## src/sv/krrb_pkg.sv

```systemverilog
// Shared types and constants for the keyboard rollover report builder.
`timescale 1ns / 1ps
`default_nettype none

package krrb_pkg;

	// Largest number of key slots a report carries.
	localparam int unsigned MAX_SLOTS = 6;

	// Fixed report header bytes that enter the checksum.
	localparam logic [7:0] REPORT_HDR0 = 8'h00;
	localparam logic [7:0] REPORT_HDR1 = 8'hC1;

	// Event command codes.
	typedef enum logic [1:0] {
		CMD_PRESS   = 2'd0,
		CMD_RELEASE = 2'd1,
		CMD_CLEAR   = 2'd2
	} krrb_cmd_t;

	// One incoming key event.
	typedef struct packed {
		logic [1:0] cmd;
		logic [7:0] modifier_bits;
		logic [7:0] key_code;
	} krrb_evt_t;

	// One outgoing report.
	typedef struct packed {
		logic [7:0] modifier_byte;
		logic [7:0] key_slot_0;
		logic [7:0] key_slot_1;
		logic [7:0] key_slot_2;
		logic [7:0] key_slot_3;
		logic [7:0] key_slot_4;
		logic [7:0] key_slot_5;
		logic [7:0] report_checksum;
	} krrb_rpt_t;

	// Event controls broadcast to every slot cell.
	typedef struct packed {
		logic       press;
		logic       key_up;
		logic       clear;
		logic [7:0] code;
		logic       key_held;
	} krrb_ctrl_t;

	// Priority flags passed from one slot cell to the next.
	typedef struct packed {
		logic hit;
		logic free;
	} krrb_link_t;

endpackage

`default_nettype wire

```

## src/sv/krrb_cell.sv

```systemverilog
// One key slot cell: holds a key code and takes part in the slot priority chain.
`timescale 1ns / 1ps
`default_nettype none

module krrb_cell (
	input  wire logic              clk,
	input  wire logic              arst_n,
	input  wire krrb_pkg::krrb_ctrl_t ctrl,
	input  wire krrb_pkg::krrb_link_t link_in,
	output      krrb_pkg::krrb_link_t link_out,
	input  wire logic [7:0]        sum_in,
	output      logic [7:0]        sum_out,
	output      logic [7:0]        slot_next
);
	import krrb_pkg::*;

	logic [7:0] slot_q;
	logic       match;
	logic       empty;
	logic       code_nz;
	logic       wr_key;
	logic       wr_zero;

	// Compare the held code against the event key.
	assign code_nz = (ctrl.code != 8'd0);
	assign match   = code_nz && (slot_q == ctrl.code);
	assign empty   = (slot_q == 8'd0);

	// An earlier slot that matched or was empty takes priority over this one.
	assign link_out.hit  = link_in.hit | match;
	assign link_out.free = link_in.free | empty;

	// A press fills the first empty slot; a release empties the first match.
	assign wr_key  = ctrl.press && code_nz && !ctrl.key_held && empty && !link_in.free;
	assign wr_zero = ctrl.clear || (ctrl.key_up && match && !link_in.hit);

	always_comb begin
		if (wr_zero) begin
			slot_next = 8'd0;
		end else if (wr_key) begin
			slot_next = ctrl.code;
		end else begin
			slot_next = slot_q;
		end
	end

	// The running report byte sum passes through each cell.
	assign sum_out = sum_in + slot_next;

	// Slot register.
	always_ff @(posedge clk or negedge arst_n) begin
		if (!arst_n) begin
			slot_q <= 8'd0;
		end else begin
			slot_q <= slot_next;
		end
	end

endmodule

`default_nettype wire

```

## src/sv/keyboard_rollover_report_builder.sv

```systemverilog
// Top level of the keyboard rollover report builder: modifier register, slot chain, report register.
//
//   channel | direction | payload     | handshake
//   evt     | in        | krrb_evt_t  | evt_valid / evt_stall
//   rpt     | out       | krrb_rpt_t  | rpt_valid / rpt_stall
//
// The slot cell chain compares, picks and sums in the cycle the event is
// accepted, and the report is registered at that edge.
// One event per cycle is sustained while reports are taken; the event side
// stalls only while a finished report waits under rpt_stall.
// Reset clears the modifier mask, all slots and the report valid flag.
`timescale 1ns / 1ps
`default_nettype none

module keyboard_rollover_report_builder #(
	parameter int unsigned KEY_SLOTS = 6
) (
	input  wire logic                clk,
	input  wire logic                arst_n,
	input  wire logic                evt_valid,
	output      logic                evt_stall,
	input  wire krrb_pkg::krrb_evt_t evt,
	output      logic                rpt_valid,
	input  wire logic                rpt_stall,
	output      krrb_pkg::krrb_rpt_t rpt
);
	import krrb_pkg::*;

	logic        accept;
	logic [7:0]  mods_q;
	logic [7:0]  mods_d;
	krrb_ctrl_t  ctrl;
	krrb_link_t  link [KEY_SLOTS+1];
	logic [7:0]  sum  [KEY_SLOTS+1];
	logic [7:0]  slot_next [MAX_SLOTS];
	logic [7:0]  checksum;
	logic        rpt_valid_q;
	krrb_rpt_t   rpt_q;

	// Handshake: a waiting, stalled report holds off the next event.
	assign evt_stall = rpt_valid_q && rpt_stall;
	assign accept    = evt_valid && !evt_stall;

	// Decode the event into controls for the slot cells.
	assign ctrl.press    = accept && (evt.cmd == CMD_PRESS);
	assign ctrl.key_up   = accept && (evt.cmd == CMD_RELEASE);
	assign ctrl.clear    = accept && (evt.cmd == CMD_CLEAR);
	assign ctrl.code     = evt.key_code;
	assign ctrl.key_held = link[KEY_SLOTS].hit;

	// Next modifier mask.
	always_comb begin
		mods_d = mods_q;
		if (accept) begin
			case (evt.cmd)
				CMD_PRESS:   mods_d = mods_q | evt.modifier_bits;
				CMD_RELEASE: mods_d = mods_q & ~evt.modifier_bits;
				CMD_CLEAR:   mods_d = 8'd0;
				default:     mods_d = mods_q;
			endcase
		end
	end

	always_ff @(posedge clk or negedge arst_n) begin
		if (!arst_n) begin
			mods_q <= 8'd0;
		end else begin
			mods_q <= mods_d;
		end
	end

	// Chain heads: no earlier slot, and the sum starts from header and mask.
	assign link[0].hit  = 1'b0;
	assign link[0].free = 1'b0;
	assign sum[0]       = REPORT_HDR0 + REPORT_HDR1 + mods_d;

	// Row of slot cells; slots past the configured count always read zero.
	for (genvar i = 0; i < MAX_SLOTS; i++) begin : g_slot
		if (i < KEY_SLOTS) begin : g_cell
			krrb_cell u_cell (
				.clk       (clk),
				.arst_n    (arst_n),
				.ctrl      (ctrl),
				.link_in   (link[i]),
				.link_out  (link[i+1]),
				.sum_in    (sum[i]),
				.sum_out   (sum[i+1]),
				.slot_next (slot_next[i])
			);
		end else begin : g_empty
			assign slot_next[i] = 8'd0;
		end
	end

	assign checksum = 8'd0 - sum[KEY_SLOTS];

	// Report register.
	always_ff @(posedge clk or negedge arst_n) begin
		if (!arst_n) begin
			rpt_valid_q <= 1'b0;
		end else if (accept) begin
			rpt_valid_q <= 1'b1;
		end else if (!rpt_stall) begin
			rpt_valid_q <= 1'b0;
		end
	end

	always_ff @(posedge clk) begin
		if (accept) begin
			rpt_q.modifier_byte   <= mods_d;
			rpt_q.key_slot_0      <= slot_next[0];
			rpt_q.key_slot_1      <= slot_next[1];
			rpt_q.key_slot_2      <= slot_next[2];
			rpt_q.key_slot_3      <= slot_next[3];
			rpt_q.key_slot_4      <= slot_next[4];
			rpt_q.key_slot_5      <= slot_next[5];
			rpt_q.report_checksum <= checksum;
		end
	end

	assign rpt_valid = rpt_valid_q;
	assign rpt       = rpt_q;

endmodule

`default_nettype wire
```

## config.mk

```make
export PLATFORM = sky130hd
export DESIGN_NAME = keyboard_rollover_report_builder
export DESIGN_NICKNAME = d
export VERILOG_FILES = /design/src/sv/krrb_pkg.sv /design/src/sv/krrb_cell.sv /design/src/sv/keyboard_rollover_report_builder.sv
export SDC_FILE = /design/constraint.sdc
export NUM_CORES = 1
export LEC_CHECK = 0
export ABC_AREA = 1
export BUFFER_PORTS_ARGS = -buffer_cell sky130_fd_sc_hd__buf_2
export CAP_MARGIN = 0
export CORE_ASPECT_RATIO = 0.6
export CORE_MARGIN = 2
export CORE_UTILIZATION = 50
export CTS_CLUSTER_DIAMETER = 50
export DETAILED_ROUTE_END_ITERATION = 8
export PLACE_DENSITY = 0.73
export REMOVE_ABC_BUFFERS = 1
export SLEW_MARGIN = 30
export SYNTH_ARGS = -nofsm -noshare
export SYNTH_HDL_FRONTEND = slang
export SYNTH_SLANG_ARGS = --single-unit
```

## constraint.sdc

```tcl
create_clock -name clk -period 6.35 [get_ports clk]
set_input_delay 0.635 -clock clk [delete_from_list [all_inputs] [get_ports clk]]
set_output_delay 0.635 -clock clk [all_outputs]
set_load 0.05 [all_outputs]
```

==> out/metrics.cfg <==
[clock_tree]
cts_max_path_buffers=2
clock_sinks=121
postCtsSetupRepairBufs=0
cts_buffers=17
cts-htree-levels=4
clkTransAtPathRegs_ns=0.06
cts_tree=done
insertion_delay_ns=0.42
cts_hold_buffers=0
root_buffer=clkbuf_16

[worst_setup_path]
path_class=in2reg
max_stage_delay_ns=0.51
crit_buf_inv=6
cpMaxStageDelayCell=fa_1
crit_fanout=11
cpMostUsedCell=nand2_1
path_delay_family=adder cells
rrSetupSlack_ns=0.50
arrival_ns=6.17
critPathLaunchType=input pin
r2r_start=g_slot[4].g_cell.u_cell.slot_q[1]
r2r_cells=31
cp_data_required_time_ns=6.53
crit_path_end_kind=register
worstReg2RegEnd=rpt[7]

[timing]
finalWorstPathRequiredPeriod_ns=6.00
period_share_pct=94.5
finalHoldViolCount=0
worst_slew_pin_slew_ns=0.773
setup_viol=0
finalMaxSlewViolations=0
setup_slack_ns=0.352
fin_hold_ws_ns=0.368
rsz0062_at_grt=false
max_freq_mhz=167
maxSlewHeadroom_pct=48.5
fin_skew_ns=0.00803

[detailed_routing]
routedWlPerCell_um=17.3
drt-pass1-iter-count=5
dr.first_iter.drc_count=531
ant_nets=0
drt_wl_total_um=18200
post-route-drc-count=0
via_count=5509
viasPerCell=5.24

[placement]
place_ws_ns=0.0332
port-buffer-count=87
place_congestion=0.994
dp_hpwl_um=13800

[logic_synthesis]
syn_inst=713
async_flop_share_pct=47.1
ys_types=46
synth.avg_cell_area_um2=9.66
synth-seq-area-share_pct=48.6
synth-edff-count=64
ys.flop_type=edfxtp_1
synth.yosys.warnings=0
ys_ff_latch=121
netlist_area_um2=6890

[cells_and_area]
fin_nets=931
register_area_um2=3350
drive_above_1_share_pct=24.8
antenna_cells=0
multi_input_area_um2=2860
fillCellCount=1149
area_growth_pct=22.2

[grt]
grt_max_degree=58
grt_util_all_layers_pct=26.4
grt_pass1_wl_um=28800
grt_pass1_vias=5366
gr-total-overflow=0
antenna_found_initial=0

[run]
drv_cap=0

[worst_hold_path]
hold_path.class=in2async

[floorplanning]
initial_core_util_pct=50.8
coreArea_um2=13500
io_pins=88
dieArea_um2=14800
rows=33
die_x_um=156
die_h_um=94.9

[run_status]
outcome=completed

timing repair:
item,CTS,global route
resized for setup,0,1
endpoints found under the hold margin,0,0
endpoints found under the setup margin,0,1
worst max-delay path by stage:
stage               from  slack (ns)  cells after the start      to
2_1_floorplan  rpt_valid       -0.48                     27  rpt[7]
3_3_place_gp      evt[7]       -0.04                     31  rpt[7]
3_5_place_dp      evt[7]        0.03                     31  rpt[7]
4_1_cts           evt[7]        0.42                     31  rpt[7]
5_1_grt           evt[7]       0.006                     33  rpt[7]
6_report          evt[7]        0.35                     33  rpt[7]
cell type report:
| cell class | count | area share [%] |
|---|---|---|
| clock buffer | 18 | 5.22 |
| timing repair buffer | 143 | 10.2 |
| clock inverter | 14 | 1.17 |
| sequential | 121 | 39.8 |
| inverter | 155 | 6.99 |
| tap | 175 | 2.60 |
| multi-input combinational | 425 | 34.0 |
cells in the final DEF (no fill, tap or decap), types with 5 or more instances in the layout:
| cell | count |
|---|---|
| o211ai_1 | 11 |
| o21ai_0 | 13 |
| inv_1 | 147 |
| inv_2 | 5 |
| fa_1 | 32 |
| nor4_1 | 5 |
| nand3_1 | 19 |
| nand4_1 | 12 |
| xor2_1 | 16 |
| clkbuf_16 | 17 |
| xnor2_1 | 16 |
| nor3_1 | 8 |
| nand3_2 | 6 |
| buf_4 | 56 |
| nor2_1 | 46 |
| ha_1 | 14 |
| edfxtp_1 | 64 |
| a21oi_1 | 34 |
| buf_2 | 87 |
| nor2_4 | 5 |
| nor2_2 | 5 |
| nand2_1 | 144 |
| dfrtp_1 | 57 |
routing by layer:
layer  GRT usage [%]  vias to the layer above  wire length [um]
met5               0                        -                 0
met4            6.35                        0               221
met3            8.40                       28              1830
met2            38.3                      277              7460
met1            38.8                     2628              8660
li1                -                     2576                 -
cells in the mapped netlist (all sizes together), types with 9 or more instances:
| cell type | n | area [um^2] |
|---|---|---|
| xor2 | 16 | 140 |
| buf | 11 | 86.3 |
| o211ai | 11 | 82.6 |
| nand4 | 17 | 146 |
| nor3 | 9 | 50.1 |
| fa | 32 | 641 |
| nand2 | 150 | 588 |
| o21ai | 17 | 92.6 |
| dfrtp | 57 | 1430 |
| edfxtp | 64 | 1920 |
| inv | 154 | 581 |
| nor2 | 57 | 280 |
| ha | 14 | 175 |
| a21oi | 36 | 188 |
| nand3 | 26 | 173 |
| xnor2 | 16 | 140 |
kinds of logic (layout without fill, tap and decap cells):
| group | after synthesis | count (layout) | synth area share [%] |
|---|---|---|---|
| buffers and inverters | 167 | 330 | 9.79 |
| XOR/XNOR | 32 | 32 | 4.07 |
| flip-flops | 121 | 121 | 48.6 |
| adder cells (fa/ha/maj) | 46 | 46 | 11.8 |
| AND/OR/NAND/NOR | 267 | 267 | 18.7 |
| AO/OA/AOI/OAI | 80 | 80 | 6.96 |
stage by stage:
step | instance area, um^2 | TNS [ns] | std cells | utilization (%)
4_1_cts | 8410 | 0 | 1051 | 62.1
6_report | 8410 | 0 | 1051 | 62.1
2_1_floorplan | 6800 | -0.485 | 701 | -
5_1_grt | 8410 | 0 | 1051 | 62.1
3_5_place_dp | 7870 | 0 | 1019 | 58.1
3_3_place_gp | 7870 | -0.0376 | 1019 | 58.1
sequential cells by signal, indices dropped and copies added (netlist names):
| register | count |
|---|---|
| mods_q | 8 |
| g_slot.g_cell.u_cell.slot_q | 48 |
| rpt_valid | 1 |
| rpt | 64 |
Power is not shown: default switching activity piles up to over one toggle a cycle in this logic, so the estimate is an artifact.
